[config.mk]
export PLATFORM = sky130hd
export DESIGN_NAME = vid_ctrl
export DESIGN_NICKNAME = d
export VERILOG_FILES = /design/src/design/vid_pkg.sv /design/src/design/vid_ctrl.sv
export VERILOG_INCLUDE_DIRS = /design/src /design/src/design
export SDC_FILE = /design/constraint.sdc
export NUM_CORES = 1
export LEC_CHECK = 0
export ABC_AREA = 1
export BUFFER_PORTS_ARGS = -buffer_cell sky130_fd_sc_hd__buf_2
export CAP_MARGIN = 5
export CORE_MARGIN = 3
export CORE_UTILIZATION = 39
export CTS_BUF_LIST = sky130_fd_sc_hd__clkbuf_8 sky130_fd_sc_hd__clkbuf_16
export CTS_CLUSTER_SIZE = 16
export DETAILED_ROUTE_END_ITERATION = 16
export HOLD_SLACK_MARGIN = 0.03
export PLACE_DENSITY = 0.7
export SYNTH_ARGS = -nofsm -noshare
export SYNTH_HDL_FRONTEND = slang
export SYNTH_SLANG_ARGS = --single-unit
[constraint.sdc]
create_clock -name clk -period 2.39 [get_ports clk]
set_clock_uncertainty 0.05 [all_clocks]
set_input_delay 0.3585 -clock clk [delete_from_list [all_inputs] [get_ports clk]]
set_output_delay 0.3585 -clock clk [all_outputs]
set_load 0.01 [all_outputs]
[src/design/vertex_index_deduplicator_defines.svh]
// ---------------------------------------------------------------------------
// vertex index deduplicator assertion macros
// concurrent check wrappers, empty when synthesizing
// ---------------------------------------------------------------------------
`ifndef VERTEX_INDEX_DEDUPLICATOR_DEFINES_SVH
`define VERTEX_INDEX_DEDUPLICATOR_DEFINES_SVH
`ifndef SYNTHESIS
// same-cycle implication
`define VID_ASSERT_NOW(label, clk, rst_n, ante, cons) \
	label: assert property (@(posedge clk) disable iff (!rst_n) (ante) |-> (cons)) \
		else $error("vid assertion failed");
// next-cycle implication
`define VID_ASSERT_NEXT(label, clk, rst_n, ante, cons) \
	label: assert property (@(posedge clk) disable iff (!rst_n) (ante) |=> (cons)) \
		else $error("vid assertion failed");
`else
`define VID_ASSERT_NOW(label, clk, rst_n, ante, cons)
`define VID_ASSERT_NEXT(label, clk, rst_n, ante, cons)
`endif
`endif

[src/design/vid_pkg.sv]
// ---------------------------------------------------------------------------
// vid_pkg
// shared types and codes of the vertex index deduplicator
// ---------------------------------------------------------------------------
package vid_pkg;

	localparam int POS_BITS            = 10;
	localparam int POSITIONS_DEF       = 1024;
	localparam int MAP_ENTRIES_DEF     = 256;
	localparam int ATTR_INDEX_BITS_DEF = 16;
	localparam int FLAT_BITS_DEF       = 16;

	localparam logic [1:0] MODE_UNSEEN = 2'd0;
	localparam logic [1:0] MODE_CACHED = 2'd1;
	localparam logic [1:0] MODE_SHARED = 2'd2;

	localparam logic [1:0] ST_OK        = 2'd0;
	localparam logic [1:0] ST_POS_RANGE = 2'd1;
	localparam logic [1:0] ST_MAP_FULL  = 2'd2;
	localparam logic [1:0] ST_EXHAUSTED = 2'd3;

	typedef enum logic [1:0] {
		SRC_NONE  = 2'd0,
		SRC_TABLE = 2'd1,
		SRC_MAP   = 2'd2,
		SRC_NEXT  = 2'd3
	} src_t;

	typedef struct packed {
		logic       cap;
		logic       clr_wr;
		logic       tbl_wr_cached;
		logic       tbl_wr_shared;
		logic       map_ins_old;
		logic       map_ins_new;
		logic       scan_start;
		logic       scan_run;
		logic       res_ld;
		src_t       res_src;
		logic [1:0] res_status;
		logic       res_new;
	} cmd_t;

	typedef struct packed {
		logic       clr_last;
		logic       pos_oor;
		logic [1:0] mode;
		logic       tbl_match;
		logic       room1;
		logic       room2;
		logic       exhausted;
		logic       scan_hit;
		logic       scan_end;
	} stat_t;

endpackage

[src/design/vid_ctrl.sv]
// ---------------------------------------------------------------------------
// vid_ctrl
// sequencer: table clear, lookup, map scan and inserts
// ---------------------------------------------------------------------------
`include "vertex_index_deduplicator_defines.svh"

module vid_ctrl (
	input  logic           clk,
	input  logic           arst_n,
	input  logic           start,
	output logic           busy,
	input  vid_pkg::stat_t stat,
	output vid_pkg::cmd_t  cmd
);

	typedef enum logic [6:0] {
		S_CLEAR   = 7'b0000001,
		S_IDLE    = 7'b0000010,
		S_READ    = 7'b0000100,
		S_EVAL    = 7'b0001000,
		S_SCAN    = 7'b0010000,
		S_INS_OLD = 7'b0100000,
		S_INS_NEW = 7'b1000000
	} state_t;

	state_t state_q, state_d;

	always_ff @(posedge clk or negedge arst_n) begin
		if (!arst_n) begin
			state_q <= S_CLEAR;
		end else begin
			state_q <= state_d;
		end
	end

	assign busy = (state_q != S_IDLE);

	always_comb begin
		state_d = state_q;
		cmd     = '0;
		unique case (state_q)
			S_CLEAR: begin
				cmd.clr_wr = 1'b1;
				if (stat.clr_last) begin
					state_d = S_IDLE;
				end
			end
			S_IDLE: begin
				if (start) begin
					cmd.cap = 1'b1;
					state_d = S_READ;
				end
			end
			S_READ: begin
				state_d = S_EVAL;
			end
			S_EVAL: begin
				priority if (stat.pos_oor) begin
					cmd.res_ld     = 1'b1;
					cmd.res_status = vid_pkg::ST_POS_RANGE;
					state_d        = S_IDLE;
				end else if (stat.mode == vid_pkg::MODE_CACHED && stat.tbl_match) begin
					cmd.res_ld  = 1'b1;
					cmd.res_src = vid_pkg::SRC_TABLE;
					state_d     = S_IDLE;
				end else if (stat.mode == vid_pkg::MODE_CACHED) begin
					priority if (!stat.room2) begin
						cmd.res_ld     = 1'b1;
						cmd.res_status = vid_pkg::ST_MAP_FULL;
						state_d        = S_IDLE;
					end else if (stat.exhausted) begin
						cmd.res_ld     = 1'b1;
						cmd.res_status = vid_pkg::ST_EXHAUSTED;
						state_d        = S_IDLE;
					end else begin
						state_d = S_INS_OLD;
					end
				end else if (stat.mode == vid_pkg::MODE_SHARED) begin
					cmd.scan_start = 1'b1;
					state_d        = S_SCAN;
				end else begin
					cmd.res_ld = 1'b1;
					state_d    = S_IDLE;
					if (stat.exhausted) begin
						cmd.res_status = vid_pkg::ST_EXHAUSTED;
					end else begin
						cmd.tbl_wr_cached = 1'b1;
						cmd.res_src       = vid_pkg::SRC_NEXT;
						cmd.res_new       = 1'b1;
					end
				end
			end
			S_SCAN: begin
				cmd.scan_run = 1'b1;
				priority if (stat.scan_hit) begin
					cmd.res_ld  = 1'b1;
					cmd.res_src = vid_pkg::SRC_MAP;
					state_d     = S_IDLE;
				end else if (stat.scan_end) begin
					priority if (!stat.room1) begin
						cmd.res_ld     = 1'b1;
						cmd.res_status = vid_pkg::ST_MAP_FULL;
						state_d        = S_IDLE;
					end else if (stat.exhausted) begin
						cmd.res_ld     = 1'b1;
						cmd.res_status = vid_pkg::ST_EXHAUSTED;
						state_d        = S_IDLE;
					end else begin
						state_d = S_INS_NEW;
					end
				end else begin
					state_d = S_SCAN;
				end
			end
			S_INS_OLD: begin
				cmd.map_ins_old = 1'b1;
				state_d         = S_INS_NEW;
			end
			S_INS_NEW: begin
				cmd.map_ins_new   = 1'b1;
				cmd.tbl_wr_shared = 1'b1;
				cmd.res_ld        = 1'b1;
				cmd.res_src       = vid_pkg::SRC_NEXT;
				cmd.res_new       = 1'b1;
				state_d           = S_IDLE;
			end
			default: begin
				state_d = S_CLEAR;
			end
		endcase
	end

	`VID_ASSERT_NEXT(a_res_to_idle, clk, arst_n, cmd.res_ld, state_q == S_IDLE)
	`VID_ASSERT_NEXT(a_old_then_new, clk, arst_n, state_q == S_INS_OLD, state_q == S_INS_NEW)
	`VID_ASSERT_NEXT(a_accept_reads, clk, arst_n, start && !busy, state_q == S_READ)

endmodule

# Yosys cells after proc, flatten, opt, wreduce, memory -nomap -nowiden
# Cells that the tools add are included.
dict set report op_classes {
  eq_ne 12
  muxes 56
  reduce_logical 2
}
# operator count
set ops {}
lappend ops {{$mux W7} 9}
lappend ops {{$pmux W7 S7} 1}
lappend ops {{$mux W1} 26}
lappend ops {{$mux W2} 11}
lappend ops {{$mux W6} 3}
lappend ops {{$pmux W3 S3} 1}
lappend ops {{$eq A7 B1 Y1 const B} 1}
lappend ops {{$eq A7 B2 Y1 const B} 1}
lappend ops {{$eq A7 B3 Y1 const B} 1}
lappend ops {{$eq A7 B4 Y1 const B} 1}
lappend ops {{$eq A7 B5 Y1 const B} 1}
lappend ops {{$eq A7 B6 Y1 const B} 1}
lappend ops {{$eq A7 B7 Y1 const B} 1}
lappend ops {{$ne A7 B2 Y1 const B} 1}
lappend ops {{$mux W3} 2}
lappend ops {{$mux W5} 1}
lappend ops {{$ne A2 B2 Y1 const B} 2}
lappend ops {{$pmux W2 S2} 1}
lappend ops {{$eq A2 B1 Y1 const B} 1}
lappend ops {{$eq A2 B2 Y1 const B} 1}
lappend ops {{$pmux W1 S2} 1}
lappend ops {{$reduce_and A2 Y1} 1}
lappend ops {{$logic_and A1 B1 Y1} 1}
dict set report totals {
  regBits 7
  elab_cells 71
}

# Depth between registers and ports, before layout
# Gate-level depths: netlist of run 1.
dict set report depth {
  word_depth 6
  mapped_depth 9
  depth_no_buf 9
}

# Worst setup path before layout of run 1
# No wires, ideal clock.
dict set report synth_path {
  path_kind {reg2out}
  start {register state_q[5]}
  end {output cmd[3] (netlist bit)}
  t_arrival_ps 1107
  t_required_ps 1982
  path_slack_ps 874
  stages_incl_launch_ff 8
  path_cell_list {dfrtp_1 -> nor2_2 -> nand2_2 -> nor2_4 -> nand2_2 -> nor2_4 -> nor2_2 -> nand2_1}
}
# item line_no
set synth_lines {}
lappend synth_lines {{start: declaration} vid_ctrl.sv:26} ;# state_t state_q, state_d;
lappend synth_lines {{start signal: assignment} vid_ctrl.sv:32} ;# state_q <= state_d;
lappend synth_lines {{end: declaration} vid_ctrl.sv:13} ;# output vid_pkg::cmd_t cmd

==> out/qor.yml, run 1 <==
synth_cell_type_count: 19
clock.fmax_mhz: 529
avgSynthCellArea_sq_um: 6.21
post-place-ws_ns: 0.732
worst_slew_pin_slew_ns: 0.264
synth_top_cell_area_share_pct: 23.5
p_clk_share_pct: 29.4
reg2reg_to: "state_q[1]$_DFFE_PN0P_"
worst_slack_ns: 0.500
synthCells: 103
final_cell_mix: "nand2_1 (27), buf_2 (27), inv_1 (24)"
route.detailed.drc: 0
crit_path_max_incr_delay_ns: 0.38
largest-register: "state_q"
endpoint_kind: "output pin"
yosys-top-cells-area: "dfrtp_1 (23%), nand2_1 (16%), inv_1 (14%)"
fin_crit_sh_pct: 79.1
fillCellCount: 148
root_buffer: "clkbuf_8"
hp-class: "primary input to flop"
drive_gt1_share_pct: 32.8
die_y_um: 46.5
hold_path_depth: 2
power_frac_seq_pct: 30.4
post_cts_resized: 0
fin_crit_ns: 1.89
start_util_pct: 45.2
postCtsSetupBuffers: 0
grt_pass1_wl_um: 2480
reg2reg_slack_ns: 1.02
grt_max_degree: 9
fp.coreArea_sq_um: 1420
fp.dieW_um: 46.5
hold_buffers: 1
gp_congestion: 0.807
dp_hpwl_um: 1300
holdWs_ns: 0.275
routed_wl_um: 1530
ys.warnings.count: 0
cts_buffers: 3
finalHoldViolCount: 0
via_count: 716
std_cell_rows: 13
min_from: "stat[5]"
viasPerCell: 4.81
max-slew-margin-rel_pct: 82.3
peakVddDrop_mv: 0.325
syn_nets: 116
largest_register_ffs: 7
finalSetupViolCount: 0
cts_tree: "yes"
final_nets: 148
comb_power_share_pct: 40.2
reg2reg_from: "state_q[0]$_DFFE_PN1P_"
clkLatencyLatePin_ns: 0.22
grt_overflow_total: 0
rsz0062_at_grt: "no"
grtUsageTotal_pct: 16.3
cts.sinks: 7
final_antenna_net_count: 0
cp.required_ns: 1.98
postPlaceCellArea_sq_um: 786
p_int_uw: 334
clkTransAtPathRegs_ns: 0.04
crit_chain: "nor2_2 > nand2_2 > nor2_4 > nand2_2 > nor2_4 > nor2_2 > nand2_1 > buf_2"
slew_viol_final: 0
drt_first_pass_iters: 4
cts_max_level: 1
cts_buffer_depth: 2
dieArea_sq_um: 2160
io_pins: 28
largestRegisters: "state_q: 7 flops"
p_sw_uw: 208
critPathSlowestCell: "dfrtp_1"
area_growth_pct: 31.5
crit_fanout: 5
critPathKind: "flop to output pin"
p_leak_nw: 0.544
first_global_vias: 646
first_iter_violations: 10
diodes: 0
p_sw_share_pct: 38.4
place.port_buffers: 27
netlist_area_sq_um: 639
fin_util_pct: 59.4
hold_end: "state_q[5]$_DFFE_PN0P_"
routedWlPerCell_um: 10.2
synth_seq_cells: 7
ys_seq_area_share_pct: 27.6
fin_setup_tns_ns: 0
crit_arrival_ns: 1.48
rr_worst_depth: 7
yosys.area.top_type: "dfrtp_1"
p_per_area_nw_per_um2: 645
seqCellArea_sq_um: 176
antenna_found_initial: 0
final_area_sq_um: 841
multi_input_area_sq_um: 369
outcome: "completed"
startpoint_type: "flop"
max-cap-violations: 0
per-stage QoR:
step	std cells	total power, mW
detailed placement	144	0.383
CTS	149	0.549
global route	149	0.583
global placement	144	0.378
floorplan	103	0.321
finish	149	0.542
final cells by class:
| type | instances | area share [%] |
|---|---|---|
| well taps | 15 | 2.23 |
| clock buffers | 3 | 4.91 |
| clock inverters | 1 | 0.446 |
| repair buffers | 28 | 17.3 |
| inverters | 23 | 10.3 |
| flip-flops and latches | 7 | 21.0 |
| multi-input cells | 72 | 43.9 |
critical path, delay by kind of cell (launching register included):
| family | cells | cell delay, ns |
|---|---|---|
| flip-flops | 1 | 0.38 |
| AND/OR/NAND/NOR | 7 | 0.76 |
| buffers and inverters | 1 | 0.12 |
power groups by stage:
stage / clock (mW) / sequential, mW / combinational, mW
2_1_floorplan: 0 / 0.163 / 0.157
3_3_place_gp: 0 / 0.165 / 0.212
3_5_place_dp: 0 / 0.167 / 0.217
4_1_cts: 0.165 / 0.165 / 0.219
5_1_grt: 0.172 / 0.168 / 0.243
6_report: 0.159 / 0.165 / 0.218
how the worst max path moves through the flow:
stage / to / slack [ns] / from
floorplan: cmd[3] / 0.87 / state_q[5]$_DFFE_PN0P_
global placement: cmd[1] / 0.77 / state_q[2]$_DFFE_PN0P_
detailed placement: cmd[4] / 0.73 / state_q[5]$_DFFE_PN0P_
CTS: cmd[4] / 0.48 / state_q[5]$_DFFE_PN0P_
global route: cmd[4] / 0.36 / state_q[5]$_DFFE_PN0P_
finish: cmd[4] / 0.50 / state_q[5]$_DFFE_PN0P_
Yosys cell counts, drive strengths merged:
library cell  number
a21oi              3
buf                1
dfrtp              6
dfstp              1
inv               23
nand2             30
nand3              9
nand3b             1
nand4              2
nor2              19
nor3               2
nor4               1
o21ai              5
metal layers:
metal	GRT usage, %	share of wire [%]
met5	0	0
met4	10.2	0.59
met3	3.13	6.6
met2	26.6	50
met1	19.3	43
cell families after synthesis:
| logic type | after synthesis | synth area share [%] |
|---|---|---|
| flip-flops | 7 | 27.6 |
| buffers and inverters | 24 | 14.7 |
| AO/OA/AOI/OAI | 8 | 6.26 |
| AND/OR/NAND/NOR | 64 | 51.5 |
Power figures use the tool's default switching activity.
==> inputs of run 2 (changes only) <==
==> constraint.sdc (replaced) <==
create_clock -name clk -period 1.95 [get_ports clk]
set_clock_uncertainty 0.05 [all_clocks]
set_input_delay 0.2925 -clock clk [delete_from_list [all_inputs] [get_ports clk]]
set_output_delay 0.2925 -clock clk [all_outputs]
set_load 0.01 [all_outputs]
==> run 2 against run 1 <==
  * First-iteration DRC count decreased by 20%
  * Cell area increased by 0.60%
  * Sequential cell count unchanged
  * Count of clock-buffer cells in the layout unchanged
  * Die area unchanged
  * Via count increased by 0.14%
  * Worst hold slack got worse by 0.068 ns
  * Cell count unchanged
  * Register-to-register slack got worse by 0.45 ns
  * Non-clock buffer count unchanged
  * Critical path depth unchanged
  * Utilization increased by 0.35 points
  * Critical path type unchanged
  * Largest power group unchanged
  * Highest routed layer unchanged
==> out/qor.yml, run 2 (synthesized netlist as in run 1, its figures left out) <==
min_from: "stat[5]"
p_per_area_nw_per_um2: 797
crit_fanout: 5
routedWlPerCell_um: 10.2
fin_util_pct: 59.8
dpl.cell_count: 144
final_cell_mix: "nand2_1 (27), buf_2 (27), inv_1 (24)"
cts_buffer_depth: 2
clkLatencyLatePin_ns: 0.22
holdWs_ns: 0.208
fp.dieW_um: 46.5
via_count: 717
place.port_buffers: 27
cts_max_level: 1
max-slew-margin-rel_pct: 82.2
fp.coreArea_sq_um: 1420
hold_end: "state_q[5]$_DFFE_PN0P_"
route.detailed.drc: 0
grtUsageTotal_pct: 16.3
fin_setup_tns_ns: 0
crit_arrival_ns: 1.48
finalSetupViolCount: 0
hold_path_depth: 2
postCtsSetupBuffers: 0
postPlaceCellArea_sq_um: 786
first_global_vias: 646
rr_worst_depth: 7
reg2reg_slack_ns: 0.57
layoutNonFillerInstCount: 149
routed_wl_um: 1530
endpoint_kind: "output pin"
io_pins: 28
peakVddDrop_mv: 0.424
cts_tree: "yes"
diodes: 0
grt_pass1_wl_um: 2480
power_uw: 674
reg2reg_to: "state_q[1]$_DFFE_PN0P_"
rsz0062_at_grt: "no"
grt_max_degree: 9
post-place-ws_ns: 0.358
path_common_cell: "nor2_4"
crit_chain: "nor2_4 > nand2_1 > nor2_4 > nand2_2 > nor2_4 > nor2_2 > nand2_1 > buf_2"
cp.required_ns: 1.61
fin_crit_ns: 1.82
largest_register_ffs: 7
slew_viol_final: 0
worst_slew_pin_slew_ns: 0.265
startpoint_type: "flop"
final_antenna_net_count: 0
clkTransAtPathRegs_ns: 0.04
dp_hpwl_um: 1300
crit_path_max_incr_delay_ns: 0.56
outcome: "completed"
hp-class: "primary input to flop"
drive_gt1_share_pct: 32.8
start_util_pct: 45.2
cts_buffers: 3
std_cell_rows: 13
drt_first_pass_iters: 4
first_iter_violations: 8
p_leak_nw: 0.544
area_growth_pct: 32.3
final_nets: 148
largest-register: "state_q"
antenna_found_initial: 0
critPathKind: "flop to output pin"
root_buffer: "clkbuf_8"
cts.sinks: 7
max-cap-violations: 0
finalHoldViolCount: 0
gp_congestion: 0.807
final_area_sq_um: 846
grt_overflow_total: 0
die_y_um: 46.5
largestRegisters: "state_q: 7 flops"
worst_slack_ns: 0.131
fin_crit_sh_pct: 93.3
dieArea_sq_um: 2160
critPathSlowestCell: "dfstp_2"
worst_path_dominant_cell_family: "flip-flops"
cp_num_buf_inv: 1
reg2reg_from: "state_q[0]$_DFFE_PN1P_"
clock.fmax_mhz: 550
crit_start: "state_q[0]$_DFFE_PN1P_"
viasPerCell: 4.81
run 2: cell count changes in the layout (fill, tap and decap cells not counted):
cell	delta
nor2_2	-1
nor2_4	+1
run 2: report_power, final:
part | leakage, nW | switching, mW | internal (mW)
sequential | 0.0926 | 0.0287 | 0.181
combinational | 0.424 | 0.173 | 0.0969
clock | 0.0269 | 0.0596 | 0.136
total | 0.544 | 0.261 | 0.413
run 2: how the worst max path moves through the flow:
stage | depth (start not counted) | slack [ns] | endpoint
3_5_place_dp | 8 | 0.36 | cmd[4]
3_3_place_gp | 6 | 0.39 | cmd[1]
5_1_grt | 8 | 0.01 | cmd[4]
2_1_floorplan | 7 | 0.50 | cmd[3]
4_1_cts | 8 | 0.11 | cmd[4]
6_report | 8 | 0.13 | cmd[4]
run 2: area by class of cell:
type / count / area (sq um)
fillers: 146 / 569
multi-input cells: 72 / 374
flip-flops and latches: 7 / 176
repair buffers: 28 / 145
inverters: 23 / 86.3
clock buffers: 3 / 41.3
well taps: 15 / 18.8
clock inverters: 1 / 3.75
run 2: metal layers:
metal,track usage [%],wire (um)
met1,19.3,679
met2,26.6,762
met3,3.13,74
met4,10.2,9
met5,0,0
run 2: what timing repair did:
item	in CTS	in global routing
endpoints found under the setup margin	0	3
resized for setup	0	1
hold endpoints to repair	6	0
hold buffers	1	0
==> inputs of run 3 (changes only) <==
--- a/config.mk
+++ b/config.mk
@@ -7,15 +7,16 @@
 export NUM_CORES = 1
 export LEC_CHECK = 0
 export ABC_AREA = 1
-export BUFFER_PORTS_ARGS = -buffer_cell sky130_fd_sc_hd__buf_2
 export CAP_MARGIN = 5
 export CORE_MARGIN = 3
 export CORE_UTILIZATION = 39
 export CTS_BUF_LIST = sky130_fd_sc_hd__clkbuf_8 sky130_fd_sc_hd__clkbuf_16
 export CTS_CLUSTER_SIZE = 16
 export DETAILED_ROUTE_END_ITERATION = 16
+export DONT_BUFFER_PORTS = 1
+export GPL_TIMING_DRIVEN = 0
 export HOLD_SLACK_MARGIN = 0.03
-export PLACE_DENSITY = 0.7
+export PLACE_DENSITY = 0.55
 export SYNTH_ARGS = -nofsm -noshare
 export SYNTH_HDL_FRONTEND = slang
 export SYNTH_SLANG_ARGS = --single-unit
==> run 3 against run 2 <==
  * Critical path type unchanged
  * Register-to-register slack hardly changed
  * Via count shrank 12%
  * Cell area decreased by 16%
  * Highest routed layer unchanged
  * Setup slack got worse by 0.016 ns
  * Sequential share of layout area grew 3.9 points
  * Die area stayed put
  * Total power fell by 6.7%
  * Count of clock-buffer cells in the layout stayed put
  * Largest cell class unchanged
==> out/qor.yml, run 3 (synthesized netlist as in run 1, its figures left out) <==
final_antenna_net_count: 0
finalSetupViolCount: 0
drive_gt1_share_pct: 16.7
crit_arrival_ns: 1.49
crit_path_max_incr_delay_ns: 0.38
critPathSlowestCell: "dfrtp_1"
max-slew-margin-rel_pct: 74.6
clock.fmax_mhz: 545
gp_congestion: 0.806
critPathKind: "flop to output pin"
rsz0062_at_grt: "no"
peakVddDrop_mv: 0.493
viasPerCell: 5.12
layout_commonest_cell: "nand2_1"
diodes: 0
cp_num_buf_inv: 0
io_pins: 28
holdWs_ns: 0.0822
cp.required_ns: 1.61
grt_max_degree: 9
grt_overflow_total: 0
cts_buffer_depth: 2
dp_hpwl_um: 1270
hold_path_depth: 1
slew_viol_final: 0
place.port_buffers: 0
hp-class: "primary input to flop"
clkLatencyLatePin_ns: 0.23
fin_crit_sh_pct: 94.1
start_util_pct: 45.2
fin_setup_tns_ns: 0
routedWlPerCell_um: 12.2
routed_wl_um: 1500
postPlaceCellArea_sq_um: 658
crit_fanout: 5
fp.coreArea_sq_um: 1420
final_cell_mix: "nand2_1 (27), inv_1 (24), nor2_1 (10)"
finalHoldViolCount: 0
rr_worst_depth: 7
die_y_um: 46.5
outcome: "completed"
cts_max_level: 1
root_buffer: "clkbuf_8"
area_growth_pct: 11.5
antenna_found_initial: 0
final_area_sq_um: 713
via_count: 630
largestRegisters: "state_q: 7 flops"
cts_tree: "yes"
grt_pass1_wl_um: 2410
power_uw: 629
fin_crit_ns: 1.83
dieArea_sq_um: 2160
startpoint_type: "flop"
std_cell_rows: 13
endpoint_kind: "output pin"
min_from: "stat[5]"
fp.dieW_um: 46.5
reg2reg_slack_ns: 0.58
cts.sinks: 7
max-cap-violations: 0
worst_slew_pin_slew_ns: 0.377
clkTransAtPathRegs_ns: 0.04
grtUsageTotal_pct: 16.2
cts_buffers: 3
largest-register: "state_q"
p_per_area_nw_per_um2: 883
largest_register_ffs: 7
hold_end: "state_q[5]$_DFFE_PN0P_"
reg2reg_to: "state_q[1]$_DFFE_PN0P_"
route.detailed.drc: 0
fillCellCount: 154
crit_chain: "nor2_2 > nand2_1 > nor2_4 > nand2_2 > nor2_4 > nor2_2 > nand2_1"
first_global_vias: 573
final_nets: 122
worst_path_dominant_cell_family: "simple AND/OR/NAND/NOR gates"
p_leak_nw: 0.422
reg2reg_from: "state_q[0]$_DFFE_PN1P_"
drt_first_pass_iters: 4
first_iter_violations: 10
run 3: worst reg2reg max path, stage by stage, from the launching register on:
cell and delay [ns]:
dfstp_2 0.55, nor2_2 0.06, nand2_2 0.16, nor2_4 0.09
nor2_1 0.16, nand3_1 0.10, nand2_1 0.06, nand2_1 0.04
run 3: per-stage QoR:
step / utilization [%] / setup WS, ns / std cells
global placement: 46.5 / 0.372 / 118
detailed placement: 46.5 / 0.354 / 118
floorplan: - / 0.500 / 103
CTS: 50.4 / 0.100 / 123
global route: 50.4 / 0.0110 / 123
finish: 50.4 / 0.115 / 123
run 3: worst max-delay path by stage:
stage | to | from | cells after the start | slack [ns]
6_report | cmd[3] | state_q[1]$_DFFE_PN0P_ | 7 | 0.12
5_1_grt | cmd[0] | state_q[1]$_DFFE_PN0P_ | 7 | 0.01
4_1_cts | cmd[3] | state_q[5]$_DFFE_PN0P_ | 7 | 0.10
3_5_place_dp | cmd[3] | state_q[5]$_DFFE_PN0P_ | 7 | 0.35
3_3_place_gp | cmd[4] | state_q[1]$_DFFE_PN0P_ | 7 | 0.37
2_1_floorplan | cmd[3] | state_q[5]$_DFFE_PN0P_ | 7 | 0.50
run 3: area by class of cell:
cell class              count  area (sq um)  area share [%]
plain buffers               1          7.51            1.05
clock inverters             1          3.75           0.526
flip-flops and latches      7           176            24.7
clock buffers               3          41.3            5.79
repair buffers              1          10.0            1.40
multi-input cells          72           369            51.8
inverters                  23          86.3            12.1
well taps                  15          18.8            2.63
run 3: what timing repair did:
item,in CTS,in global routing
hold endpoints to repair,7,0
hold buffers,1,0
endpoints found under the setup margin,0,3
setup buffers,0,0
gates resized for setup,0,0
run 3: metal layers:
metal / vias up / global-route usage [%] / part of all wire [%]
li1: 323 / - / -
met1: 281 / 20.7 / 46
met2: 22 / 23.9 / 45
met3: 4 / 5.47 / 7.9
met4: 0 / 8.52 / 1.8
met5: - / 0 / 0
run 3: power by group:
| group | leakage (nW) | switching, mW | internal, mW |
|---|---|---|---|
| combinational | 0.302 | 0.158 | 0.0685 |
| clock | 0.0269 | 0.0653 | 0.136 |
| sequential | 0.0926 | 0.0214 | 0.180 |
